--- src/key_value_set_table_top_assert.svh ---
// Assertion macros shared by the key/value set table modules.
`ifndef KEY_VALUE_SET_TABLE_TOP_ASSERT_SVH
`define KEY_VALUE_SET_TABLE_TOP_ASSERT_SVH

// Same-cycle implication, disabled while reset is held.
`define KVS_ASSERT_NOW(label, clk, rstn, ante, cons, msg) \
    label: assert property (@(posedge clk) disable iff (!rstn) (ante) |-> (cons)) \
        else $error(msg);

// Next-cycle implication, disabled while reset is held.
`define KVS_ASSERT_NEXT(label, clk, rstn, ante, cons, msg) \
    label: assert property (@(posedge clk) disable iff (!rstn) (ante) |=> (cons)) \
        else $error(msg);

`endif

--- src/kvs_pkg.sv ---
package kvs_pkg;

    localparam int CAPACITY    = 64;
    localparam int IDX_W       = $clog2(CAPACITY);
    localparam int KEY_W       = 32;
    localparam int VAL_W       = 32;
    localparam int OPC_W       = 2;
    localparam int QUEUE_DEPTH = 2;
    localparam int QPTR_W      = $clog2(QUEUE_DEPTH);
    localparam int QCNT_W      = $clog2(QUEUE_DEPTH + 1);

    localparam int IN_TDATA_W  = 72;
    localparam int OUT_TDATA_W = 40;

    localparam logic [OPC_W-1:0] OPC_ADD      = 2'd0;
    localparam logic [OPC_W-1:0] OPC_REMOVE   = 2'd1;
    localparam logic [OPC_W-1:0] OPC_CONTAINS = 2'd2;

    localparam logic signed [KEY_W-1:0] SENTINEL_KEY = 32'sh8000_0000;

    typedef enum logic [1:0] {
        KIND_ADD,
        KIND_REMOVE,
        KIND_CONTAINS,
        KIND_NONE
    } kvs_kind_t;

    typedef struct packed {
        kvs_kind_t                kind;
        logic signed [KEY_W-1:0]  key;
        logic        [VAL_W-1:0]  value;
    } kvs_cmd_t;

    typedef enum logic [2:0] {
        ST_IDLE,
        ST_MATCH,
        ST_RESOLVE,
        ST_FETCH,
        ST_EMIT
    } kvs_state_t;

    typedef struct packed {
        logic pop;
        logic do_insert;
        logic do_remove;
        logic emit;
    } kvs_ctrl_t;

    // One-hot (or zero) vector to entry index.
    function automatic logic [IDX_W-1:0] onehot_to_idx(input logic [CAPACITY-1:0] vec);
        logic [IDX_W-1:0] idx;
        idx = '0;
        for (int i = 0; i < CAPACITY; i++) begin
            if (vec[i]) begin
                idx = idx | IDX_W'(i);
            end
        end
        return idx;
    endfunction

endpackage

--- src/kvs_front.sv ---
module kvs_front (
    input  logic                                s_tvalid,
    output logic                                s_tready,
    input  logic [kvs_pkg::IN_TDATA_W-1:0]      s_tdata,
    input  logic                                q_full_i,
    output logic                                push_o,
    output kvs_pkg::kvs_cmd_t                   cmd_o
);

    logic [kvs_pkg::OPC_W-1:0]        opcode;
    logic signed [kvs_pkg::KEY_W-1:0] key;
    logic [kvs_pkg::VAL_W-1:0]        value_in;
    logic                             is_sentinel;

    assign opcode   = s_tdata[1:0];
    assign key      = s_tdata[33:2];
    assign value_in = s_tdata[65:34];

    assign is_sentinel = (key == kvs_pkg::SENTINEL_KEY);

    // Sentinel key and the unused opcode both reduce to a no-op.
    always_comb begin
        cmd_o.key   = key;
        cmd_o.value = value_in;
        case (opcode)
            kvs_pkg::OPC_ADD:      cmd_o.kind = is_sentinel ? kvs_pkg::KIND_NONE
                                                            : kvs_pkg::KIND_ADD;
            kvs_pkg::OPC_REMOVE:   cmd_o.kind = is_sentinel ? kvs_pkg::KIND_NONE
                                                            : kvs_pkg::KIND_REMOVE;
            kvs_pkg::OPC_CONTAINS: cmd_o.kind = is_sentinel ? kvs_pkg::KIND_NONE
                                                            : kvs_pkg::KIND_CONTAINS;
            default:               cmd_o.kind = kvs_pkg::KIND_NONE;
        endcase
    end

    assign s_tready = !q_full_i;
    assign push_o   = s_tvalid && !q_full_i;

endmodule

--- config.mk ---
export PLATFORM = sky130hd
export DESIGN_NAME = kvs_front
export DESIGN_NICKNAME = d
export VERILOG_FILES = /design/src/key_value_set_table_top_assert.svh /design/src/kvs_pkg.sv /design/src/kvs_front.sv
export SDC_FILE = /design/constraint.sdc
export NUM_CORES = 1
export LEC_CHECK = 0
export ABC_AREA = 0
export BUFFER_PORTS_ARGS = -buffer_cell sky130_fd_sc_hd__buf_2
export CORE_MARGIN = 3
export CORE_UTILIZATION = 25
export DETAILED_ROUTE_END_ITERATION = 8
export PLACE_DENSITY = 0.93
export SETUP_SLACK_MARGIN = 0.02
export SYNTH_ARGS = -nofsm -noshare
export SYNTH_HDL_FRONTEND = slang
export SYNTH_SLANG_ARGS = --single-unit
--- constraint.sdc ---
create_clock -name vclk -period 1.9
set_input_delay 0.57 -clock vclk [all_inputs]
set_output_delay 0.57 -clock vclk [all_outputs]
set_load 0.02 [all_outputs]
Word-level counts from Yosys, hierarchy flattened
Index checks and enable logic that the tools add are counted.
{"block": "word_totals", "out_inout_bits": 68, "rom_bits": 0, "ram_bits": 0, "in_bits": 74, "mem_count": 0, "latch_bits": 0, "reg_bits": 0, "word_cells": 10}
{"block": "op_classes", "addsub": 0, "n_mux": 4, "n_bitwise": 0, "n_mul": 0, "eq_ne": 3, "n_lt_le_gt_ge": 0, "n_shift": 0, "reduce_logical": 3, "div": 0}
{"cell": "$eq 32x32->1 const B", "count": 1}
{"cell": "$pmux 2 s3", "count": 1}
{"cell": "$mux 2", "count": 2}
{"cell": "$eq 2x1->1 const B", "count": 1}
{"cell": "$eq 2x2->1 const B", "count": 1}
{"cell": "$logic_not 2->1", "count": 1}
{"cell": "$logic_and 1x1->1", "count": 1}
{"cell": "$logic_not 1->1", "count": 1}
{"cell": "$mux 1", "count": 1}

Logic depth before layout (Yosys ltp)
{"block": "logic_depth", "word_depth": 3, "ltp_mapped": 3, "depth_no_buf": 3}

Least setup slack after synthesis
Ideal clock, no wire load.
{"block": "synth_timing", "path_kind": "input to output", "startpoint": "in s_tdata[27] (netlist bit)", "endpoint": "out cmd_o[64] (netlist bit)", "cell_stages": 3, "arrival_time_ns": 1.316, "path_slack_ns": 0.014, "required_time_ns": 1.330, "cell_sequence": "nor4b_2 nand4_1 o21bai_1"}
{"item": "start, declared", "line": "kvs_front.sv:4", "source": "input logic [kvs_pkg::IN_TDATA_W-1:0] s_tdata,"}
{"item": "end, declared", "line": "kvs_front.sv:7", "source": "output kvs_pkg::kvs_cmd_t cmd_o"}

==> results.cfg <==
[worst_hold_path]
worst_hold_path_type = in2out
hold_path_startpoint = s_tdata[58]

[floorplan]
dieArea_um2 = 3000
design.core.area_um2 = 2230
die-height_um = 54.8
ioPinCount = 142
starting_density_of_the_core_pct = 26.7
floorplan.die.width_um = 54.8
rows = 17

[critical_path]
cp_common_cell = buf_4
origin_of_the_worst_setup_path = s_tdata[10]
arr_time_crit_path_ns = 1.48
cp-end-kind = primary output
crit_buf_inv = 3
critical_path.startpoint_type = input port
path_class = in2out
worst-path-max-fanout = 2
cp_data_required_time_ns = 1.33
cp_cell_sequence = buf_6 -> nor4_4 -> buf_4 -> nand4_1 -> o21bai_1 -> buf_4
max_stage_delay_ns = 0.24
cpLargestDelayFamily = buffers and inverters
highest_delay_cell_along_the_critical_path = nor4_4

[power_and_ir_drop]
switching_power_uw = 93.1
p_int_uw = 66.7
power.share.switching_pct = 58.3
p_per_area_nw_per_um2 = 273
pwr-share-clk_pct = 0
combPwrFrac_pct = 100.0
ir_drop_mv = 0.0902
cellLeakagePower_nw = 0.326
power.share.sequential_pct = 0

[placement]
pre_cts_slack_ns = -0.275
hpwl_after_dpl_mm = 1.40
placement.io_buffers = 72
dpl_cell_area_um2 = 533
globalplace.congestion = 0.549

[layout]
fin_area_um2 = 584
seq_cells = 0
layout.clock_buffers = 0
nets = 165
register_area_um2 = 0
flow.area_growth_from_synthesis_pct = -1.89
layout_common_cells = 68 x buf_2, 6 x nor4_2, 5 x buf_4
antenna-diode-count = 0
final_layout_size_suffix_gt1_share_pct = 93.3
layout.cells.most_common = buf_2

[yosys]
synth_top_family_by_area = buffers and inverters
synth_nets = 152
synth_xor_area_share_pct = 0
adder_cell_fraction_of_synth_area_pct = 0
yosys-top-cells-area = buf_4 81%, nor4_2 6.3%, nor4_1 4.2%
synth_compound_gate_area_share_pct = 2.52
yosysSeqAreaShare_pct = 0
synthDominantAreaCellType = buf_4
synthSimpleGateAreaFrac_pct = 16.2
synth_cell_types = 8
post_synth_mux_area_share_pct = 0
average_footprint_of_a_synthesized_cell_um2 = 7.64
synth_warnings = 0
post_synth_instance_area_um2 = 596
postSynthCellCount = 78
top_area_cell_type_share_of_the_netlist_area_pct = 80.7

[timing]
timing_max_transition_violations_final = 0
final-hold-violation-count = 0
timing.final.crit_share_pct = 108
finalHoldWorstSlack_ns = 1.14
post-route-worst-setup-slack_ns = -0.148
fin_crit_ns = 2.05
worstMarginPinSlew_ns = 0.230
grt_setup_unrepaired = true
setup_viol_count_final = 2
max_freq_mhz = 488
max_slew_headroom_at_the_worst_pin_pct = 84.5

[drt]
via_per_inst = 4.24
antenna_violating_nets_post_route = 0
post_drt_wl_per_cell_um = 13.0
postRouteWirelength_mm = 1.52
drcViolationCount = 0
dr_total_vias = 496
drtIter0Drc = 0
drt_first_pass_iters = 1

[grt]
first_global_vias = 382
globalRouteOverflowTotal = 0
grt_util_all_layers_pct = 7.49
grt_antenna_before_repair = 0
grt_start_max_net_pins = 3
grt_first_pass_wirelength_mm = 1.64

[clocking]
post-cts-setup-buffer-count = 0

[outcome]
run_status = finished, violations left
violated_checks = negative setup slack

[run]
cap_viol_max_count = 0
cell usage after synthesis:
cell type / instances
inv_1: 1
nor4_1: 4
nand4_1: 2
nor2b_1: 1
nor4b_2: 1
nor4_2: 3
buf_4: 64
o21bai_1: 2
kinds of logic (layout without fill, tap and decap cells):
family | Yosys count | count (layout)
buf+inv | 65 | 76
simple gates | 11 | 11
compound gates | 2 | 2
power by group through the flow:
stage,clock network [mW],logic (mW),registers [mW]
after floorplan,0,0.210,0
after global placement,0,0.148,0
after detailed placement,0,0.151,0
after CTS,0,0.156,0
after global routing,0,0.174,0
final,0,0.160,0
metrics by stage:
stage                     power [mW]  TNS, ns  util (%)  cells
after global routing           0.174   -0.639      26.2    117
after detailed placement       0.151   -0.546      23.9    117
after global placement         0.148   -0.482      23.9    117
after CTS                      0.156   -0.429      24.9    117
final                          0.160   -0.283      26.2    117
after floorplan                0.210        0         -     78
routing by layer:
metal	vias to the layer above	part of all wire, %	track usage (%)
li1	216	-	-
met3	14	21	3.54
met1	210	26	7.05
met5	-	0	0
met4	0	4.1	4.15
met2	56	49	13.2
final cells by class:
cell class | instances | area [um2]
well taps | 28 | 35.0
fillers | 269 | 1650
multi-input cells | 13 | 145
inverters | 1 | 3.75
repair buffers | 75 | 400
repair_timing:
action | CTS | global route
setup endpoints to repair | 2 | 2
pin swaps | 2 | 4
hold buffers | 0 | 0
gates resized for setup | 5 | 4
final timing paths:
check                   end  slack, ns  cells past startpoint
setup / recovery  cmd_o[64]      -0.15                      6
hold / removal    cmd_o[24]       1.14                      0
Note: power is estimated with default switching activity, not from simulation.
