--- src/key_value_set_table_top_assert.svh ---
// Assertion macros shared by the key/value set table modules.
`ifndef KEY_VALUE_SET_TABLE_TOP_ASSERT_SVH
`define KEY_VALUE_SET_TABLE_TOP_ASSERT_SVH

// Same-cycle implication, disabled while reset is held.
`define KVS_ASSERT_NOW(label, clk, rstn, ante, cons, msg) \
    label: assert property (@(posedge clk) disable iff (!rstn) (ante) |-> (cons)) \
        else $error(msg);

// Next-cycle implication, disabled while reset is held.
`define KVS_ASSERT_NEXT(label, clk, rstn, ante, cons, msg) \
    label: assert property (@(posedge clk) disable iff (!rstn) (ante) |=> (cons)) \
        else $error(msg);

`endif

--- src/kvs_pkg.sv ---
package kvs_pkg;

    localparam int CAPACITY    = 64;
    localparam int IDX_W       = $clog2(CAPACITY);
    localparam int KEY_W       = 32;
    localparam int VAL_W       = 32;
    localparam int OPC_W       = 2;
    localparam int QUEUE_DEPTH = 2;
    localparam int QPTR_W      = $clog2(QUEUE_DEPTH);
    localparam int QCNT_W      = $clog2(QUEUE_DEPTH + 1);

    localparam int IN_TDATA_W  = 72;
    localparam int OUT_TDATA_W = 40;

    localparam logic [OPC_W-1:0] OPC_ADD      = 2'd0;
    localparam logic [OPC_W-1:0] OPC_REMOVE   = 2'd1;
    localparam logic [OPC_W-1:0] OPC_CONTAINS = 2'd2;

    localparam logic signed [KEY_W-1:0] SENTINEL_KEY = 32'sh8000_0000;

    typedef enum logic [1:0] {
        KIND_ADD,
        KIND_REMOVE,
        KIND_CONTAINS,
        KIND_NONE
    } kvs_kind_t;

    typedef struct packed {
        kvs_kind_t                kind;
        logic signed [KEY_W-1:0]  key;
        logic        [VAL_W-1:0]  value;
    } kvs_cmd_t;

    typedef enum logic [2:0] {
        ST_IDLE,
        ST_MATCH,
        ST_RESOLVE,
        ST_FETCH,
        ST_EMIT
    } kvs_state_t;

    typedef struct packed {
        logic pop;
        logic do_insert;
        logic do_remove;
        logic emit;
    } kvs_ctrl_t;

    // One-hot (or zero) vector to entry index.
    function automatic logic [IDX_W-1:0] onehot_to_idx(input logic [CAPACITY-1:0] vec);
        logic [IDX_W-1:0] idx;
        idx = '0;
        for (int i = 0; i < CAPACITY; i++) begin
            if (vec[i]) begin
                idx = idx | IDX_W'(i);
            end
        end
        return idx;
    endfunction

endpackage

--- src/kvs_queue.sv ---
module kvs_queue (
    input  logic              aclk,
    input  logic              aresetn,
    input  logic              push_i,
    input  kvs_pkg::kvs_cmd_t push_cmd_i,
    output logic              full_o,
    input  logic              pop_i,
    output kvs_pkg::kvs_cmd_t head_cmd_o,
    output logic              head_valid_o
);

    kvs_pkg::kvs_cmd_t           mem_reg [kvs_pkg::QUEUE_DEPTH];
    logic [kvs_pkg::QPTR_W-1:0]  wr_ptr_reg;
    logic [kvs_pkg::QPTR_W-1:0]  rd_ptr_reg;
    logic [kvs_pkg::QCNT_W-1:0]  count_reg;
    logic [kvs_pkg::QCNT_W-1:0]  count_next;

    assign full_o       = (count_reg == kvs_pkg::QCNT_W'(kvs_pkg::QUEUE_DEPTH));
    assign head_valid_o = (count_reg != '0);
    assign head_cmd_o   = mem_reg[rd_ptr_reg];

    always_comb begin
        count_next = count_reg;
        if (push_i && !pop_i) begin
            count_next = count_reg + 1'b1;
        end else if (pop_i && !push_i) begin
            count_next = count_reg - 1'b1;
        end
    end

    always_ff @(posedge aclk) begin
        if (!aresetn) begin
            wr_ptr_reg <= '0;
            rd_ptr_reg <= '0;
            count_reg  <= '0;
        end else begin
            count_reg <= count_next;
            if (push_i) begin
                wr_ptr_reg <= (wr_ptr_reg == kvs_pkg::QPTR_W'(kvs_pkg::QUEUE_DEPTH - 1))
                              ? '0 : wr_ptr_reg + 1'b1;
            end
            if (pop_i) begin
                rd_ptr_reg <= (rd_ptr_reg == kvs_pkg::QPTR_W'(kvs_pkg::QUEUE_DEPTH - 1))
                              ? '0 : rd_ptr_reg + 1'b1;
            end
        end
    end

    always_ff @(posedge aclk) begin
        if (push_i) begin
            mem_reg[wr_ptr_reg] <= push_cmd_i;
        end
    end

`include "key_value_set_table_top_assert.svh"

    `KVS_ASSERT_NOW(a_q_no_overflow, aclk, aresetn, push_i && !pop_i, !full_o, "queue overflow")
    `KVS_ASSERT_NOW(a_q_no_underflow, aclk, aresetn, pop_i, head_valid_o, "queue underflow")

endmodule

--- config.mk ---
export PLATFORM = sky130hd
export DESIGN_NAME = kvs_queue
export DESIGN_NICKNAME = d
export VERILOG_FILES = /design/src/kvs_pkg.sv /design/src/kvs_queue.sv
export VERILOG_INCLUDE_DIRS = /design/src /design/src/src
export SDC_FILE = /design/constraint.sdc
export NUM_CORES = 1
export LEC_CHECK = 0
export ABC_CLOCK_PERIOD_IN_PS = 4040
export BUFFER_PORTS_ARGS = -buffer_cell sky130_fd_sc_hd__buf_2
export CORE_MARGIN = 2
export CORE_UTILIZATION = 47
export DETAILED_ROUTE_END_ITERATION = 7
export HOLD_SLACK_MARGIN = 0.02
export PLACE_DENSITY = 0.86
export SLEW_MARGIN = 40
export SYNTH_ARGS = -nofsm -noshare
export SYNTH_HDL_FRONTEND = slang
export SYNTH_SLANG_ARGS = --single-unit
--- constraint.sdc ---
create_clock -name aclk -period 4.04 [get_ports aclk]
set_input_delay 0.808 -clock aclk [delete_from_list [all_inputs] [get_ports aclk]]
set_output_delay 0.808 -clock aclk [all_outputs]
set_load 0.005 [all_outputs]
=== After elaboration in Yosys (flattened, before gate mapping) ===
Memory sizes are Yosys's and may differ from the RTL's. A register that Yosys moved wholly into a read port is not among the register bits.
Index checks and enable logic that the tools add are counted.

* RAM bits: 132
* Bits of input ports: 70
* Bits in registers: 4
* Memories: 1
* Logic and storage cells: 23

* Add/subtract/negate cells: 4
* Reductions and logical operators: 6
* Multiplexer cells: 8
* Equality and inequality tests: 1

{| class="wikitable"
|+ Memory list
! name !! depth !! width !! read ports !! clocked after memory_dff !! wr ports !! line !! RTL
|-
| mem_reg || 2 || 66 || 1 || 1 || 1 || kvs_queue.sv:12 || <nowiki>kvs_pkg::kvs_cmd_t mem_reg [kvs_pkg::QUEUE_DEPTH];</nowiki>
|}

{| class="wikitable"
|+ Operators by type and width
! kind !! count
|-
| 1-bit two-way mux || 6
|-
| 2-bit two-way mux || 2
|-
| 2-bit nonzero test || 2
|-
| 1-bit adder (second input constant) || 2
|-
| 2-bit by 1-bit adder with 2-bit output (second input constant) || 1
|-
| 2-bit == test (second input constant) || 1
|-
| 1-bit logical AND || 2
|-
| 1-bit zero test || 2
|-
| 2-bit by 1-bit subtractor with 2-bit output (second input constant) || 1
|}

=== Depth between registers and ports, before layout ===
* Depth in word-level cells: 4
* Gate-level depth with buffers: 5
* Mapped depth without buffers: 5

=== Least setup slack after synthesis ===
Ideal clock, no wire load.

* Path kind: input-to-reg
* Start point: input push_i
* End point: memory mem_reg[0][0] in the netlist's numbering, enable pin
* Stages: 1
* Buffers on the path: 0
* Arrival time: 3.739 ns
* Path slack: -0.198 ns
* Cell sequence: nor2b_1

* Longest elaborated chain between the ends: 2

{| class="wikitable"
|+ RTL lines
! item !! line !! RTL
|-
| from (decl) || kvs_queue.sv:4 || <nowiki>input logic push_i,</nowiki>
|-
| 1-bit two-way mux || kvs_queue.sv:50 || <nowiki>if (push_i) begin</nowiki>
|-
| 1-bit two-way mux (not written as such) || kvs_queue.sv:51 || <nowiki>mem_reg[wr_ptr_reg] <= push_cmd_i;</nowiki>
|-
| to (decl) || kvs_queue.sv:12 ||
|}

Every way passes these cells.

==> summary.txt <==
Place
  • GP Congestion: 0.680
  • I/O Buffers: roughly 140
  • Dpl cell area: 5850 um^2
  • Pre-CTS WS: roughly 1.5 ns
  • Post-DP HPWL: 5310 um

Synthesis
  • EDFF count, synth: 132
  • Syn nets: around 300
  • Mapped cell area: 4990 um^2
  • Post-synthesis sequential area ratio: between 80% and 90%
  • Synth Flop Type: edfxtp_1
  • Cells after Synth: about 230
  • Top cell type's share of synthesized area: 79.4%
  • YS warnings: 0
  • Commonest cells post-synth: edfxtp_1, mux2_2, buf_6, dfxtp_1, and2_1
  • Most common cell in the synthesized netlist: edfxtp_1
  • Syn avg cell area: 22.0 um^2
  • Yosys reg bits: 137
  • Asr flop ratio synth: 0%
  • Largest area contributor in the netlist: edfxtp_1
  • Post-synthesis cell type count: 17
  • Top cells by area, synth: edfxtp_1, mux2_2, dfxtp_1

Job
  • Max Cap Viol: 0

Hold path
  • Hold_sp: push_cmd_i[64]
  • Hold WC Path Type: input port to flip-flop
  • Hold depth: 1
  • Hold Path Sink: mem_reg[1][64]$_DFFE_PP_

Power
  • Net Sw Frac: 19.9%
  • P_sw: 688 uW
  • Overall power: 3.45 mW
  • Comb power frac: about 8.0%
  • Cell Int Power: between 2 and 3 mW
  • Clock Power Share: between 40% and 50%
  • Seq pwr share: roughly 48%
  • Max IR drop VDD: 274 uV
  • Pleak: 2.44 nW
  • PwrDens: about 540 nW/um^2

Die
  • Starting utilization of the core area: 48.4%
  • Die Y: ~110 um
  • Total core area: 10300 um^2
  • Die W: ~110 um
  • Row cnt: 37
  • Full die area: 11500 um^2
  • I/O pin count: 138

Critical path
  • Nature of the critical path startpoint: flip-flop
  • Kind of critical path: flip-flop to primary output
  • Reg2reg end: mem_reg[1][30]$_DFFE_PP_
  • CP Capture Type: primary output
  • Critical Path RT: 3.23 ns
  • Largest stage delay, worst path: 0.83 ns
  • Reg2reg path depth: 2
  • Critical path's slowest cell: dfxtp_2
  • CP Max Fanout: 35
  • Crit path DAT: between 2 and 2.5 ns
  • R2r startpoint: wr_ptr_reg$_SDFFE_PN0P_
  • CP Cell Sequence: buf_12, mux2_2, buf_2
  • Flop2flop setup slack: 2.55 ns

Timing
  • Peak Freq: roughly 340 MHz
  • Post-route setup TNS: 0 ns
  • # setup viols final: 0
  • Slew @ Worst Pin: about 0.78 ns
  • Fin. max-slew vios: 0
  • RSZ-0062 raised after global routing: no
  • Slew margin rel.: roughly 48%
  • Clock skew: 0.00725 ns
  • Final hold viol count: 0
  • Final period utilization: 73.3%
  • Final min period: 2.96 ns
  • Crit path setup slack, layout: approximately 1.1 ns

Clocking
  • CTS Buf Count: 17
  • CTS tree: built
  • Post_cts resized: 0
  • Cts hold-fix bufs: 0
  • Clock Latency Late Sink: about 0.5 ns
  • Postcts setup bufs: 0
  • Clock transition at path regs: 0.06 ns
  • Clk root buf: clkbuf_8
  • Clk buf depth: 2
  • Clk sink count: 137
  • CTS H-Tree Depth: 4

GRT
  • Vias in the first global route: 2592
  • Antenna violations before repair: 0
  • Global-route wire length before repair: between 10000 and 15000 um
  • Largest net degree at the start of global routing: 68
  • Grt ovf: 0
  • GRT Overall Usage: 14.6%

Final layout
  • Filler cells: 775
  • Largest register FFs: approximately 130
  • Antenna cells: 0
  • Design area: 6440 um^2
  • Layout cell share with drive strength beyond 1: 61.5%
  • Fin nets: 450
  • Layout area overhead: 29.0%

Detailed routing
  • DR WL/cell: 15.8 um
  • DRT iter0 DRCs: 81
  • Final ANT Viol Nets: 0
  • Vias: 2564
  • DRT Wirelength: between 8000 and 9000 um
  • Drt drc: 0
  • Initial DRT Pass Iterations: 7
  • Via density: 4.86

Run status
  • Outcome: completed
[how the worst max path moves through the flow]
stage	endpoint	slack [ns]	depth (start not counted)
after global placement	head_cmd_o[51]	1.57	3
after global routing	head_cmd_o[51]	0.93	3
after CTS	head_cmd_o[51]	1.01	3
after floorplan	mem_reg[0][0]$_DFFE_PP_	1.05	1
final	head_cmd_o[51]	1.08	3
after detailed placement	head_cmd_o[51]	1.54	3
[worst max-delay path: cells and delay by family, from the launching register on]
| family | cells | cell delay [ns] |
|---|---|---|
| buffers and inverters | 2 | 0.44 |
| flip-flops | 1 | 0.83 |
| multiplexers | 1 | 0.38 |
[cells in the final DEF (no fill, tap or decap), drive strengths merged]
| cell type | netlist | routed |
|---|---|---|
| edfxtp | 132 | 132 |
| xnor2 | 1 | 1 |
| clkinv | 0 | 5 |
| ha | 1 | 1 |
| a21boi | 1 | 1 |
| or2 | 1 | 1 |
| o21ai | 1 | 1 |
| xor2 | 2 | 2 |
| nor2b | 2 | 2 |
| buf | 7 | 140 |
| and2b | 1 | 1 |
| or3 | 1 | 1 |
| clkbuf | 0 | 20 |
| o21a | 1 | 1 |
| and2 | 4 | 4 |
| mux2 | 66 | 66 |
| inv | 1 | 2 |
| bufinv | 0 | 3 |
| clkinvlp | 0 | 3 |
| dfxtp | 5 | 5 |
[cell type report]
class / instances / area [um^2] / area share [%]
Clock inverter: 12 / 149 / 2.31
Inverter: 1 / 3.75 / 0.0583
Tap cell: 136 / 170 / 2.64
Clock buffer: 20 / 445 / 6.92
Sequential cell: 137 / 4070 / 63.1
Multi-Input combinational cell: 82 / 871 / 13.5
Timing Repair Buffer: 140 / 737 / 11.4
[cells by family (layout without fill, tap and decap cells)]
group           count (synthesis)  in the layout  synth area share (%)
flops                         137            137                  81.4
mux                            66             66                  14.9
simple gates                    9              9                  1.18
buf+inv                         8            173                  1.40
compound gates                  3              3                 0.401
xor+xnor                        3              3                 0.526
fa+ha+maj                       1              1                 0.250
[metrics by stage]
stage          cells  hold WS, ns  utilization (%)
4_1_cts          528        0.470             62.4
3_5_place_dp     496        0.512             56.6
5_1_grt          528        0.466             62.4
2_1_floorplan    227        0.461                -
3_3_place_gp     495        0.474             56.4
6_report         528        0.497             62.4
[power groups by stage]
| stage | Sequential, mW | Clock, mW | Combinational (mW) |
|---|---|---|---|
| after global routing | 1.68 | 1.60 | 0.303 |
| after floorplan | 1.69 | 0 | 0.161 |
| after detailed placement | 1.70 | 0 | 0.280 |
| after global placement | 1.70 | 0 | 0.272 |
| final | 1.67 | 1.50 | 0.278 |
| after CTS | 1.67 | 1.54 | 0.283 |
[per-layer routing]
metal,global-route usage [%],up-vias,wire [um]
li1,-,1196,-
met1,17.1,1272,3410
met2,25.0,89,4420
met3,5.05,7,480
met4,5.01,0,55
met5,0,-,0
(Power assumes the default switching activity.)
